**src/design/sublpf_pkg.sv**
```systemverilog
// ----------------------------------------------------------------------------
// sublpf_pkg
// Shared types and constants for the subwoofer low-pass biquad cascade.
// ----------------------------------------------------------------------------
package sublpf_pkg;

	localparam int MUL_W      = 33;            // signed operand width of the shared multiplier
	localparam int PROD_W     = 2 * MUL_W;     // width of one partial product
	localparam int FULL_W     = 98;            // width of a reassembled 64 x 32 product
	localparam int STATE_W    = 64;            // delay word and running sum width, Q16.48
	localparam int FRAC_STATE = 48;
	localparam int HALF_W     = 32;            // one half of a packed coefficient register
	localparam int GAIN_W     = 48;
	localparam int CHAN_W     = 3;
	localparam int CFG_IDX_W  = 3;
	localparam int CFG_DATA_W = 64;

	// Register indexes of the configuration port.
	localparam logic [CFG_IDX_W-1:0] REG_GAIN        = 3'd0;
	localparam logic [CFG_IDX_W-1:0] REG_SEC1_FB     = 3'd1;
	localparam logic [CFG_IDX_W-1:0] REG_SEC1_FF     = 3'd2;
	localparam logic [CFG_IDX_W-1:0] REG_SEC2_FB     = 3'd3;
	localparam logic [CFG_IDX_W-1:0] REG_SEC2_FF     = 3'd4;
	localparam logic [CFG_IDX_W-1:0] REG_SUB_CHANNEL = 3'd5;

	localparam logic [CHAN_W-1:0] SUB_CHANNEL_RESET = 3'd5;

	// One product per operation, each split into a low and a high half pass.
	localparam int NUM_OPS   = 9;
	localparam int STEP_W    = 5;
	localparam logic [STEP_W-1:0] LAST_STEP = STEP_W'(2 * NUM_OPS - 1);

	typedef enum logic [3:0] {
		OP_GAIN  = 4'd0,
		OP_S1_A1 = 4'd1,
		OP_S1_A2 = 4'd2,
		OP_S1_B1 = 4'd3,
		OP_S1_B2 = 4'd4,
		OP_S2_A1 = 4'd5,
		OP_S2_A2 = 4'd6,
		OP_S2_B1 = 4'd7,
		OP_S2_B2 = 4'd8
	} prod_op_t;

	typedef enum logic [1:0] {
		ST_IDLE,
		ST_RUN,
		ST_WAIT
	} ctl_state_t;

	typedef struct packed {
		logic     load;      // capture the input frame
		logic     issue;     // start one partial product
		prod_op_t op;
		logic     half;      // 0: low half pass, 1: high half pass
		logic     out_load;  // move the finished sample into the output register
	} dp_cmd_t;

	typedef struct packed {
		logic fin;       // running sum holds the filtered sample
		logic out_free;  // output register can take a sample this cycle
	} dp_status_t;

endpackage

```
**src/design/sublpf_ctrl.sv**
```systemverilog
// ----------------------------------------------------------------------------
// sublpf_ctrl
// Sequencer that steps the shared multiplier through the nine products.
// ----------------------------------------------------------------------------
module sublpf_ctrl (
	input  logic                  clk,
	input  logic                  arst_n,
	input  logic                  s_tvalid,
	output logic                  s_tready,
	input  sublpf_pkg::dp_status_t status,
	output sublpf_pkg::dp_cmd_t    cmd
);

	sublpf_pkg::ctl_state_t state_q, state_d;
	logic [sublpf_pkg::STEP_W-1:0] step_q, step_d;

	always_ff @(posedge clk or negedge arst_n) begin
		if (!arst_n) begin
			state_q <= sublpf_pkg::ST_IDLE;
			step_q  <= '0;
		end else begin
			state_q <= state_d;
			step_q  <= step_d;
		end
	end

	always_comb begin
		state_d      = state_q;
		step_d       = step_q;
		s_tready     = 1'b0;
		cmd.load     = 1'b0;
		cmd.issue    = 1'b0;
		cmd.op       = sublpf_pkg::prod_op_t'(step_q[sublpf_pkg::STEP_W-1:1]);
		cmd.half     = step_q[0];
		cmd.out_load = 1'b0;
		case (state_q)
			sublpf_pkg::ST_IDLE: begin
				s_tready = 1'b1;
				step_d   = '0;
				if (s_tvalid) begin
					cmd.load = 1'b1;
					state_d  = sublpf_pkg::ST_RUN;
				end
			end
			sublpf_pkg::ST_RUN: begin
				cmd.issue = 1'b1;
				if (step_q == sublpf_pkg::LAST_STEP) begin
					state_d = sublpf_pkg::ST_WAIT;
				end else begin
					step_d = step_q + 1'b1;
				end
			end
			sublpf_pkg::ST_WAIT: begin
				if (status.fin && status.out_free) begin
					cmd.out_load = 1'b1;
					state_d      = sublpf_pkg::ST_IDLE;
				end
			end
			default: begin
				state_d = sublpf_pkg::ST_IDLE;
			end
		endcase
	end

endmodule

```
**src/design/sublpf_datapath.sv**
```systemverilog
// ----------------------------------------------------------------------------
// sublpf_datapath
// Configuration registers, delay words, shared 33 x 33 multiplier with its
// reassembly, scaling and saturation stages, and the output register.
// ----------------------------------------------------------------------------
module sublpf_datapath #(
	parameter int SAMPLE_WIDTH = 24,
	parameter int COEF_WIDTH   = 32,
	parameter int IN_TDATA_W   = 48,
	parameter int OUT_TDATA_W  = 24
) (
	input  logic                                clk,
	input  logic                                arst_n,
	input  logic                                cfg_we,
	input  logic [sublpf_pkg::CFG_IDX_W-1:0]    cfg_index,
	input  logic [sublpf_pkg::CFG_DATA_W-1:0]   cfg_wdata,
	input  logic [IN_TDATA_W-1:0]               s_tdata,
	output logic                                m_tvalid,
	input  logic                                m_tready,
	output logic [OUT_TDATA_W-1:0]              m_tdata,
	output logic [sublpf_pkg::CHAN_W-1:0]       m_tuser,
	input  sublpf_pkg::dp_cmd_t                 cmd,
	output sublpf_pkg::dp_status_t              status
);

	localparam int MW      = sublpf_pkg::MUL_W;
	localparam int PW      = sublpf_pkg::PROD_W;
	localparam int FW      = sublpf_pkg::FULL_W;
	localparam int SW      = sublpf_pkg::STATE_W;
	localparam int HW      = sublpf_pkg::HALF_W;
	localparam int FRAC_IN = SAMPLE_WIDTH - 1;
	localparam int FRAC_CO = COEF_WIDTH - 2;
	localparam int OUT_SH  = sublpf_pkg::FRAC_STATE - FRAC_IN;

	// Configuration registers.
	logic [sublpf_pkg::GAIN_W-1:0]     gain_q;
	logic [sublpf_pkg::CFG_DATA_W-1:0] s1_fb_q, s1_ff_q, s2_fb_q, s2_ff_q;
	logic [sublpf_pkg::CHAN_W-1:0]     chan_q;

	always_ff @(posedge clk or negedge arst_n) begin
		if (!arst_n) begin
			gain_q  <= '0;
			s1_fb_q <= '0;
			s1_ff_q <= '0;
			s2_fb_q <= '0;
			s2_ff_q <= '0;
			chan_q  <= sublpf_pkg::SUB_CHANNEL_RESET;
		end else if (cfg_we) begin
			case (cfg_index)
				sublpf_pkg::REG_GAIN:        gain_q  <= cfg_wdata[sublpf_pkg::GAIN_W-1:0];
				sublpf_pkg::REG_SEC1_FB:     s1_fb_q <= cfg_wdata;
				sublpf_pkg::REG_SEC1_FF:     s1_ff_q <= cfg_wdata;
				sublpf_pkg::REG_SEC2_FB:     s2_fb_q <= cfg_wdata;
				sublpf_pkg::REG_SEC2_FF:     s2_ff_q <= cfg_wdata;
				sublpf_pkg::REG_SUB_CHANNEL: chan_q  <= cfg_wdata[sublpf_pkg::CHAN_W-1:0];
				default: ;
			endcase
		end
	end

	function automatic logic signed [MW-1:0] coef_ext(input logic [HW-1:0] c);
		coef_ext = {{(MW - COEF_WIDTH){c[COEF_WIDTH-1]}}, c[COEF_WIDTH-1:0]};
	endfunction

	function automatic logic signed [SW-1:0] sat_add(input logic signed [SW-1:0] a,
	                                                  input logic signed [SW-1:0] b);
		logic signed [SW:0] r;
		r = {a[SW-1], a} + {b[SW-1], b};
		if (r[SW] != r[SW-1]) begin
			sat_add = r[SW] ? {1'b1, {(SW-1){1'b0}}} : {1'b0, {(SW-1){1'b1}}};
		end else begin
			sat_add = r[SW-1:0];
		end
	endfunction

	function automatic logic signed [SW-1:0] sat_sub(input logic signed [SW-1:0] a,
	                                                  input logic signed [SW-1:0] b);
		logic signed [SW:0] r;
		r = {a[SW-1], a} - {b[SW-1], b};
		if (r[SW] != r[SW-1]) begin
			sat_sub = r[SW] ? {1'b1, {(SW-1){1'b0}}} : {1'b0, {(SW-1){1'b1}}};
		end else begin
			sat_sub = r[SW-1:0];
		end
	endfunction

	// Input frame: the floored average is the sum without its lowest bit.
	logic signed [SAMPLE_WIDTH:0]   frame_sum;
	logic signed [SAMPLE_WIDTH-1:0] x_q;

	assign frame_sum = {s_tdata[SAMPLE_WIDTH-1], s_tdata[SAMPLE_WIDTH-1:0]}
	                 + {s_tdata[2*SAMPLE_WIDTH-1], s_tdata[2*SAMPLE_WIDTH-1:SAMPLE_WIDTH]};

	always_ff @(posedge clk) begin
		if (cmd.load) begin
			x_q <= frame_sum[SAMPLE_WIDTH:1];
		end
	end

	// Delay words: section one h0/h1 and section two h0/h1.
	logic signed [SW-1:0] s1h0_q, s1h1_q, s2h0_q, s2h1_q;

	// Operand selection. A delay word is split into halves; the gain is split
	// into a 32-bit low part and a 16-bit high part.
	logic [SW-1:0]        h_sel;
	logic [HW-1:0]        c_sel;
	logic signed [MW-1:0] mul_a, mul_b;

	always_comb begin
		h_sel = s1h0_q;
		c_sel = s1_fb_q[2*HW-1:HW];
		case (cmd.op)
			sublpf_pkg::OP_S1_A1: begin h_sel = s1h0_q; c_sel = s1_fb_q[2*HW-1:HW]; end
			sublpf_pkg::OP_S1_A2: begin h_sel = s1h1_q; c_sel = s1_fb_q[HW-1:0];    end
			sublpf_pkg::OP_S1_B1: begin h_sel = s1h0_q; c_sel = s1_ff_q[2*HW-1:HW]; end
			sublpf_pkg::OP_S1_B2: begin h_sel = s1h1_q; c_sel = s1_ff_q[HW-1:0];    end
			sublpf_pkg::OP_S2_A1: begin h_sel = s2h0_q; c_sel = s2_fb_q[2*HW-1:HW]; end
			sublpf_pkg::OP_S2_A2: begin h_sel = s2h1_q; c_sel = s2_fb_q[HW-1:0];    end
			sublpf_pkg::OP_S2_B1: begin h_sel = s2h0_q; c_sel = s2_ff_q[2*HW-1:HW]; end
			sublpf_pkg::OP_S2_B2: begin h_sel = s2h1_q; c_sel = s2_ff_q[HW-1:0];    end
			default: ;
		endcase
		if (cmd.op == sublpf_pkg::OP_GAIN) begin
			mul_a = {{(MW - SAMPLE_WIDTH){x_q[SAMPLE_WIDTH-1]}}, x_q};
			mul_b = cmd.half
			      ? {{(MW - (sublpf_pkg::GAIN_W - HW)){1'b0}}, gain_q[sublpf_pkg::GAIN_W-1:HW]}
			      : {1'b0, gain_q[HW-1:0]};
		end else begin
			mul_a = cmd.half ? {h_sel[SW-1], h_sel[SW-1:HW]} : {1'b0, h_sel[HW-1:0]};
			mul_b = coef_ext(c_sel);
		end
	end

	// Stage 1: partial product.
	logic                   v_s1, half_s1;
	sublpf_pkg::prod_op_t   op_s1;
	logic signed [PW-1:0]   prod_s1, lo_q;
	// Stage 2: reassembled full product.
	logic                   v_s2;
	sublpf_pkg::prod_op_t   op_s2;
	logic signed [FW-1:0]   full_s2;
	// Stage 3: scaled and saturated product.
	logic                   v_s3;
	sublpf_pkg::prod_op_t   op_s3;
	logic signed [SW-1:0]   p_s3;

	logic signed [FW-1:0] full_d, shifted;
	logic signed [SW-1:0] p_d;

	assign full_d = {{(FW - PW){lo_q[PW-1]}}, lo_q}
	              + ({{(FW - PW){prod_s1[PW-1]}}, prod_s1} <<< HW);

	always_comb begin
		shifted = (op_s2 == sublpf_pkg::OP_GAIN) ? (full_s2 >>> FRAC_IN) : (full_s2 >>> FRAC_CO);
		if ((&shifted[FW-1:SW-1]) || !(|shifted[FW-1:SW-1])) begin
			p_d = shifted[SW-1:0];
		end else begin
			p_d = shifted[FW-1] ? {1'b1, {(SW-1){1'b0}}} : {1'b0, {(SW-1){1'b1}}};
		end
	end

	always_ff @(posedge clk or negedge arst_n) begin
		if (!arst_n) begin
			v_s1 <= 1'b0;
			v_s2 <= 1'b0;
			v_s3 <= 1'b0;
		end else begin
			v_s1 <= cmd.issue;
			v_s2 <= v_s1 && half_s1;
			v_s3 <= v_s2;
		end
	end

	always_ff @(posedge clk) begin
		prod_s1 <= mul_a * mul_b;
		op_s1   <= cmd.op;
		half_s1 <= cmd.half;
		if (v_s1 && !half_s1) begin
			lo_q <= prod_s1;
		end
		full_s2 <= full_d;
		op_s2   <= op_s1;
		p_s3    <= p_d;
		op_s3   <= op_s2;
	end

	// Stage 4: the running sum carries u, hn and out through both sections.
	logic signed [SW-1:0] sum_q, hn_q;
	logic                 fin_q;

	always_ff @(posedge clk) begin
		if (v_s3) begin
			case (op_s3)
				sublpf_pkg::OP_GAIN: sum_q <= p_s3;
				sublpf_pkg::OP_S1_A1, sublpf_pkg::OP_S2_A1: sum_q <= sat_sub(sum_q, p_s3);
				sublpf_pkg::OP_S1_A2, sublpf_pkg::OP_S2_A2: begin
					sum_q <= sat_sub(sum_q, p_s3);
					hn_q  <= sat_sub(sum_q, p_s3);
				end
				default: sum_q <= sat_add(sum_q, p_s3);
			endcase
		end
	end

	// A section's delay words shift once its last product has been used.
	always_ff @(posedge clk or negedge arst_n) begin
		if (!arst_n) begin
			s1h0_q <= '0;
			s1h1_q <= '0;
			s2h0_q <= '0;
			s2h1_q <= '0;
			fin_q  <= 1'b0;
		end else begin
			if (v_s3 && op_s3 == sublpf_pkg::OP_S1_B2) begin
				s1h1_q <= s1h0_q;
				s1h0_q <= hn_q;
			end
			if (v_s3 && op_s3 == sublpf_pkg::OP_S2_B2) begin
				s2h1_q <= s2h0_q;
				s2h0_q <= hn_q;
				fin_q  <= 1'b1;
			end else if (cmd.out_load) begin
				fin_q <= 1'b0;
			end
		end
	end

	// Output scaling by a floor shift and saturation, then the output register.
	logic signed [SW-1:0]           z_sh;
	logic signed [SAMPLE_WIDTH-1:0] z_sat;
	logic [SAMPLE_WIDTH-1:0]        out_sample_q;
	logic [sublpf_pkg::CHAN_W-1:0]  out_chan_q;
	logic                           out_valid_q;

	always_comb begin
		z_sh = sum_q >>> OUT_SH;
		if ((&z_sh[SW-1:SAMPLE_WIDTH-1]) || !(|z_sh[SW-1:SAMPLE_WIDTH-1])) begin
			z_sat = z_sh[SAMPLE_WIDTH-1:0];
		end else begin
			z_sat = z_sh[SW-1] ? {1'b1, {(SAMPLE_WIDTH-1){1'b0}}}
			                   : {1'b0, {(SAMPLE_WIDTH-1){1'b1}}};
		end
	end

	always_ff @(posedge clk or negedge arst_n) begin
		if (!arst_n) begin
			out_valid_q <= 1'b0;
		end else if (cmd.out_load) begin
			out_valid_q <= 1'b1;
		end else if (m_tready) begin
			out_valid_q <= 1'b0;
		end
	end

	always_ff @(posedge clk) begin
		if (cmd.out_load) begin
			out_sample_q <= z_sat;
			out_chan_q   <= chan_q;
		end
	end

	assign m_tvalid        = out_valid_q;
	assign m_tdata         = {{(OUT_TDATA_W - SAMPLE_WIDTH){1'b0}}, out_sample_q};
	assign m_tuser         = out_chan_q;
	assign status.fin      = fin_q;
	assign status.out_free = !out_valid_q || m_tready;

endmodule

```
**src/design/subwoofer_lowpass_biquad_cascade.sv**
```systemverilog
// ----------------------------------------------------------------------------
// subwoofer_lowpass_biquad_cascade
// Stereo-to-mono scaling followed by two saturating biquad sections.
// The single shared 33 x 33 multiplier does two half passes for each of the
// nine products; a new frame is taken only after the previous sample has
// moved into the output register.
// Reset clears the delay words and configuration registers (sub_channel to 5) at once.
// ----------------------------------------------------------------------------
module subwoofer_lowpass_biquad_cascade #(
	parameter int SAMPLE_WIDTH = 24,
	parameter int COEF_WIDTH   = 32
) (
	input  logic                              clk,
	input  logic                              arst_n,
	input  logic                              cfg_we,
	input  logic [sublpf_pkg::CFG_IDX_W-1:0]  cfg_index,
	input  logic [sublpf_pkg::CFG_DATA_W-1:0] cfg_wdata,
	input  logic                              s_tvalid,
	output logic                              s_tready,
	// left_sample, then right_sample, zero padded to whole bytes
	input  logic [((2*SAMPLE_WIDTH+7)/8)*8-1:0] s_tdata,
	output logic                              m_tvalid,
	input  logic                              m_tready,
	// sub_sample, zero padded to whole bytes
	output logic [((SAMPLE_WIDTH+7)/8)*8-1:0] m_tdata,
	// target_channel
	output logic [sublpf_pkg::CHAN_W-1:0]     m_tuser
);

	localparam int IN_TDATA_W  = ((2 * SAMPLE_WIDTH + 7) / 8) * 8;
	localparam int OUT_TDATA_W = ((SAMPLE_WIDTH + 7) / 8) * 8;

	sublpf_pkg::dp_cmd_t    cmd;
	sublpf_pkg::dp_status_t status;

	sublpf_ctrl u_ctrl (
		.clk      (clk),
		.arst_n   (arst_n),
		.s_tvalid (s_tvalid),
		.s_tready (s_tready),
		.status   (status),
		.cmd      (cmd)
	);

	sublpf_datapath #(
		.SAMPLE_WIDTH (SAMPLE_WIDTH),
		.COEF_WIDTH   (COEF_WIDTH),
		.IN_TDATA_W   (IN_TDATA_W),
		.OUT_TDATA_W  (OUT_TDATA_W)
	) u_datapath (
		.clk       (clk),
		.arst_n    (arst_n),
		.cfg_we    (cfg_we),
		.cfg_index (cfg_index),
		.cfg_wdata (cfg_wdata),
		.s_tdata   (s_tdata),
		.m_tvalid  (m_tvalid),
		.m_tready  (m_tready),
		.m_tdata   (m_tdata),
		.m_tuser   (m_tuser),
		.cmd       (cmd),
		.status    (status)
	);

	// Only one frame is in the filter at a time.
	a_one_frame: assert property (@(posedge clk) disable iff (!arst_n)
		(s_tvalid && s_tready) |=> !s_tready)
		else $error("frame transfer accepted while the filter was busy");

	// A finished sample is only moved into a free output register.
	a_out_load: assert property (@(posedge clk) disable iff (!arst_n)
		cmd.out_load |-> (status.fin && status.out_free))
		else $error("output register loaded without a finished sample or room");

	// No new product is started while the finished sample waits.
	a_no_issue_at_fin: assert property (@(posedge clk) disable iff (!arst_n)
		status.fin |-> !cmd.issue)
		else $error("multiplier issued while the result was pending");

endmodule

```
**config.mk**
```make
export PLATFORM = sky130hd
export DESIGN_NAME = subwoofer_lowpass_biquad_cascade
export DESIGN_NICKNAME = d
export VERILOG_FILES = /design/src/design/sublpf_pkg.sv /design/src/design/sublpf_ctrl.sv /design/src/design/sublpf_datapath.sv /design/src/design/subwoofer_lowpass_biquad_cascade.sv
export SDC_FILE = /design/constraint.sdc
export NUM_CORES = 2
export LEC_CHECK = 0
export BUFFER_PORTS_ARGS = -buffer_cell sky130_fd_sc_hd__buf_2
export CAP_MARGIN = 20
export CORE_UTILIZATION = 60
export DETAILED_ROUTE_END_ITERATION = 10
export PLACE_DENSITY_LB_ADDON = 0.2
export SETUP_SLACK_MARGIN = 0.3
export SLEW_MARGIN = 20
export SYNTH_ARGS = -nofsm -noshare
export SYNTH_HDL_FRONTEND = slang
export SYNTH_SLANG_ARGS = --single-unit
```
**constraint.sdc**
```tcl
create_clock -name clk -period 15.5 [get_ports clk]
set_input_delay 1.55 -clock clk [delete_from_list [all_inputs] [get_ports clk]]
set_output_delay 1.55 -clock clk [all_outputs]
set_load 0.005 [all_outputs]
```
==> summary.md <==
| Metric | Value |
|---|---|
| Reg2Reg Setup Slack | approximately 2.6 ns |
| DRT iter0 DRCs | about 6,800 |
| Site row count | approximately 140 |
| CP dominant cell by count | fa_1 |
| Area of the core | 0.148 mm^2 |
| Post-synthesis cell type count | 107 |
| Crit. End Element | flip-flop |
| Period utilization | 0.831 |
| Starting Density | 0.608 |
| Ys Warns | 0 |
| Skew final | roughly 0.065 ns |
| Synthesized instance count | around 9,000 |
| Via count | 68,900 |
| CTS root buf | clkbuf_16 |
| Number of synthesized flops with an enable pin | 222 |
| Hold_ws | 0.329 ns |
| Rel. slew slack | 0.211 |
| Hold wc startpoint | u_datapath.op_s1[1]$_DFF_P_ |
| Initial antenna violation count | 24 |
| Die Width | 390 um |
| Ys flop type | dfrtp_1 |
| Inserted Clock Buffers | approximately 110 |
| Worst flop-to-flop path endpoint | u_datapath.prod_s1[39]$_DFF_P_ |
| Vias in the first global route | around 71,000 |
| PortBufs | approximately 150 |
| Worst path required time | approximately 16 ns |
| Final WL | between 200,000 and 300,000 um |
| Setup TNS | 0 ns |
| Clock-pin slew on the worst setup and hold paths | 0.06 ns |
| Minimum clock period | ~13 ns |
| Clk Latency, worst-skew pair | roughly 0.77 ns |
| Congestion Overflow GR | 0 |
| WHS Endpoint | u_datapath.op_s2[1]$_DFF_P_ |
| Setup violations, final | 0 |
| Sink count of the clock tree | between 1,000 and 1,500 |
| CTS tree | yes |
| First-pass GRT wire length | about 440,000 um |
| Fillers | around 12,000 |
| Syn Nets | 10,700 |
| Async set-or-reset flop fraction in the synthesized netlist | 0.567 |
| Slowest-stage cell, CP | o41ai_1 |
| Final nets | between 10,000 and 15,000 |
| Post-synthesis register bit count | between 1,000 and 1,500 |
| Post-synth top area cell | fa_1 |
| Syn_area_per_cell | roughly 10 um^2 |
| WP data arrival | approximately 13 ns |
| FF-to-FF Start | u_ctrl.step_q[3]$_DFFE_PN0P_ |
| Max frequency | ~78 MHz |
| Placer congestion estimate | roughly 1 |
| CP peak stage delay | 0.85 ns |
| Hold Buf Count CTS | 0 |
| Post-DP HPWL | around 220,000 um |
| Die Area | about 0.15 mm^2 |
| Synth top area cells | fa_1 (26%), dfrtp_1 (16%), edfxtp_1 (7.4%) |
| Ratio of cells with drive above 1 in the final layout | 0.133 |
| H-tree depth | 3 |
| Hold Path Depth | 0 |
| Status | finished, final reports clean |
| Postcts setup bufs | 0 |
| Via/cell ratio | ~6.2 |
| Area grow syn2layout | 7.28% |
| Maxcap violations | 0 |
| Worst r2r path cells | 36 |
| Total GRT Usage | 0.385 |
| Tightest Pin Transition | about 1.2 ns |
| Worst-path fanout max | 59 |
| HP Class | reg2reg |
| RSZ-0062 raised after global routing | no |
| WS Path Type | reg2reg |
| Cell Area, Synth | roughly 0.090 mm^2 |
| Resized cells post-CTS | 0 |
| DR pass1 iterations | 7 |
| Max Slew Vio Count | 0 |
| CP Launch Type | flip-flop |
| Final Hold Viols | 0 |
| Yosys top cell area share | 0.255 |
| Sequential fraction of the synthesis area | 0.282 |
| Largest net degree at the start of global routing | roughly 170 |
| Drt wl/cell | 26.3 um |
| Io pins | roughly 150 |
| Chip height | between 300 and 400 um |
| DRC | 0 |
| DRT antenna net count | 0 |
| Clock Path Buffers | 3 |
[area by class of cell]
type                            instances  area, um^2  share of cell area
Antenna cell                           10        25.0            0.000259
Tap cell                             2002        2500              0.0259
Timing Repair Buffer                  296        1890              0.0195
Inverter                             1377        5170              0.0534
Clock inverter                         47         673             0.00696
Multi-Input combinational cell       6133       58100               0.600
Sequential cell                      1015       25400               0.263
Clock buffer                          145        2990              0.0309
[cells by family after synthesis]
| family | synth area share |
|---|---|
| simple gates | 0.106 |
| buf+inv | 0.0793 |
| fa+ha+maj | 0.320 |
| compound gates | 0.112 |
| flops | 0.282 |
| mux | 0.0753 |
| xor+xnor | 0.0258 |
[registers in the layout, summed over array words and instances (netlist names), 4 cells and up]
name and flops:
u_datapath.s2_ff_q 64, u_datapath.gain_q 48, u_datapath.hn_q 64, u_datapath.s1_ff_q 64
u_datapath.p_s3 64, u_datapath.lo_q 43, u_datapath.op_s1 4, u_datapath.s1h1_q 64
u_datapath.s2_fb_q 64, u_datapath.op_s2 4, u_datapath.x_q 24, u_datapath.s2h0_q 64
u_datapath.s2h1_q 64, u_datapath.sum_q 64, u_datapath.op_s3 4, u_datapath.m_tdata 24
u_ctrl.step_q 5, u_datapath.s1_fb_q 64, u_datapath.full_s2 75, u_datapath.s1h0_q 64
u_datapath.prod_s1 66
[synth_stat cells (all sizes together) (69+ instances only)]
library cell,count
fa,1149
a21oi,329
o21a,73
edfxtp,222
buf,139
nor2,696
nand3,78
xnor2,213
clkbuf,343
a31oi,115
nand2,935
nand2b,74
dfrtp,573
ha,435
and2,94
mux2,573
inv,1372
o21ai,230
nor3,69
a21o,109
dfxtp,218
[worst max-delay path by stage]
| stage | start | end | slack, ns | depth (start not counted) |
|---|---|---|---|---|
| floorplan | u_ctrl.step_q[4]$_DFFE_PN0P_ | u_datapath.prod_s1[65]$_DFF_P_ | 5.57 | 38 |
| global placement | u_ctrl.step_q[3]$_DFFE_PN0P_ | u_datapath.prod_s1[65]$_DFF_P_ | 3.07 | 40 |
| detailed placement | u_ctrl.step_q[3]$_DFFE_PN0P_ | u_datapath.prod_s1[65]$_DFF_P_ | 2.83 | 40 |
| CTS | u_ctrl.step_q[3]$_DFFE_PN0P_ | u_datapath.prod_s1[65]$_DFF_P_ | 2.86 | 40 |
| global route | u_ctrl.step_q[3]$_DFFE_PN0P_ | u_datapath.prod_s1[65]$_DFF_P_ | 2.27 | 33 |
| finish | u_ctrl.step_q[3]$_DFFE_PN0P_ | u_datapath.prod_s1[39]$_DFF_P_ | 2.62 | 36 |
[through the flow]
step	instances	setup slack, ns	utilization	cell area, um^2
2_1_floorplan	9007	5.57	-	90200
3_3_place_gp	10800	3.07	0.627	93000
3_5_place_dp	10800	2.83	0.627	93000
4_1_cts	11000	2.86	0.652	96700
5_1_grt	11000	2.27	0.652	96700
6_report	11000	2.62	0.652	96700
[placed cells by master, fill, tap and decap left out, types with 187 or more instances in the layout]
| master | count |
|---|---|
| inv_1 | 1368 |
| fa_1 | 1149 |
| nand2_1 | 932 |
| nor2_1 | 691 |
| mux2_2 | 573 |
| dfrtp_1 | 571 |
| ha_1 | 435 |
| a21oi_1 | 321 |
| edfxtp_1 | 222 |
| dfxtp_1 | 218 |
| xnor2_1 | 211 |
| o21ai_0 | 187 |
[layer usage]
layer | up-vias | GRT usage | wire length [um]
met1 | 35300 | 0.515 | 113000
met5 | - | 0 | 103
li1 | 29400 | - | -
met2 | 3339 | 0.585 | 129000
met3 | 840 | 0.0920 | 29800
met4 | 14 | 0.199 | 17100
[critical path, delay by kind of cell, from the launching register on]
family                     cells  cell delay [ns]
AOI/OAI and AO/OA             10             2.87
adders and majority gates      9             4.36
and+or+nand+nor                8             2.96
DFF                            1             0.61
xor gates and xnor gates       1             0.15
buffers and inverters          8             1.72
Power is not shown: default switching activity piles up to over one toggle a cycle in this logic, so the estimate is an artifact.
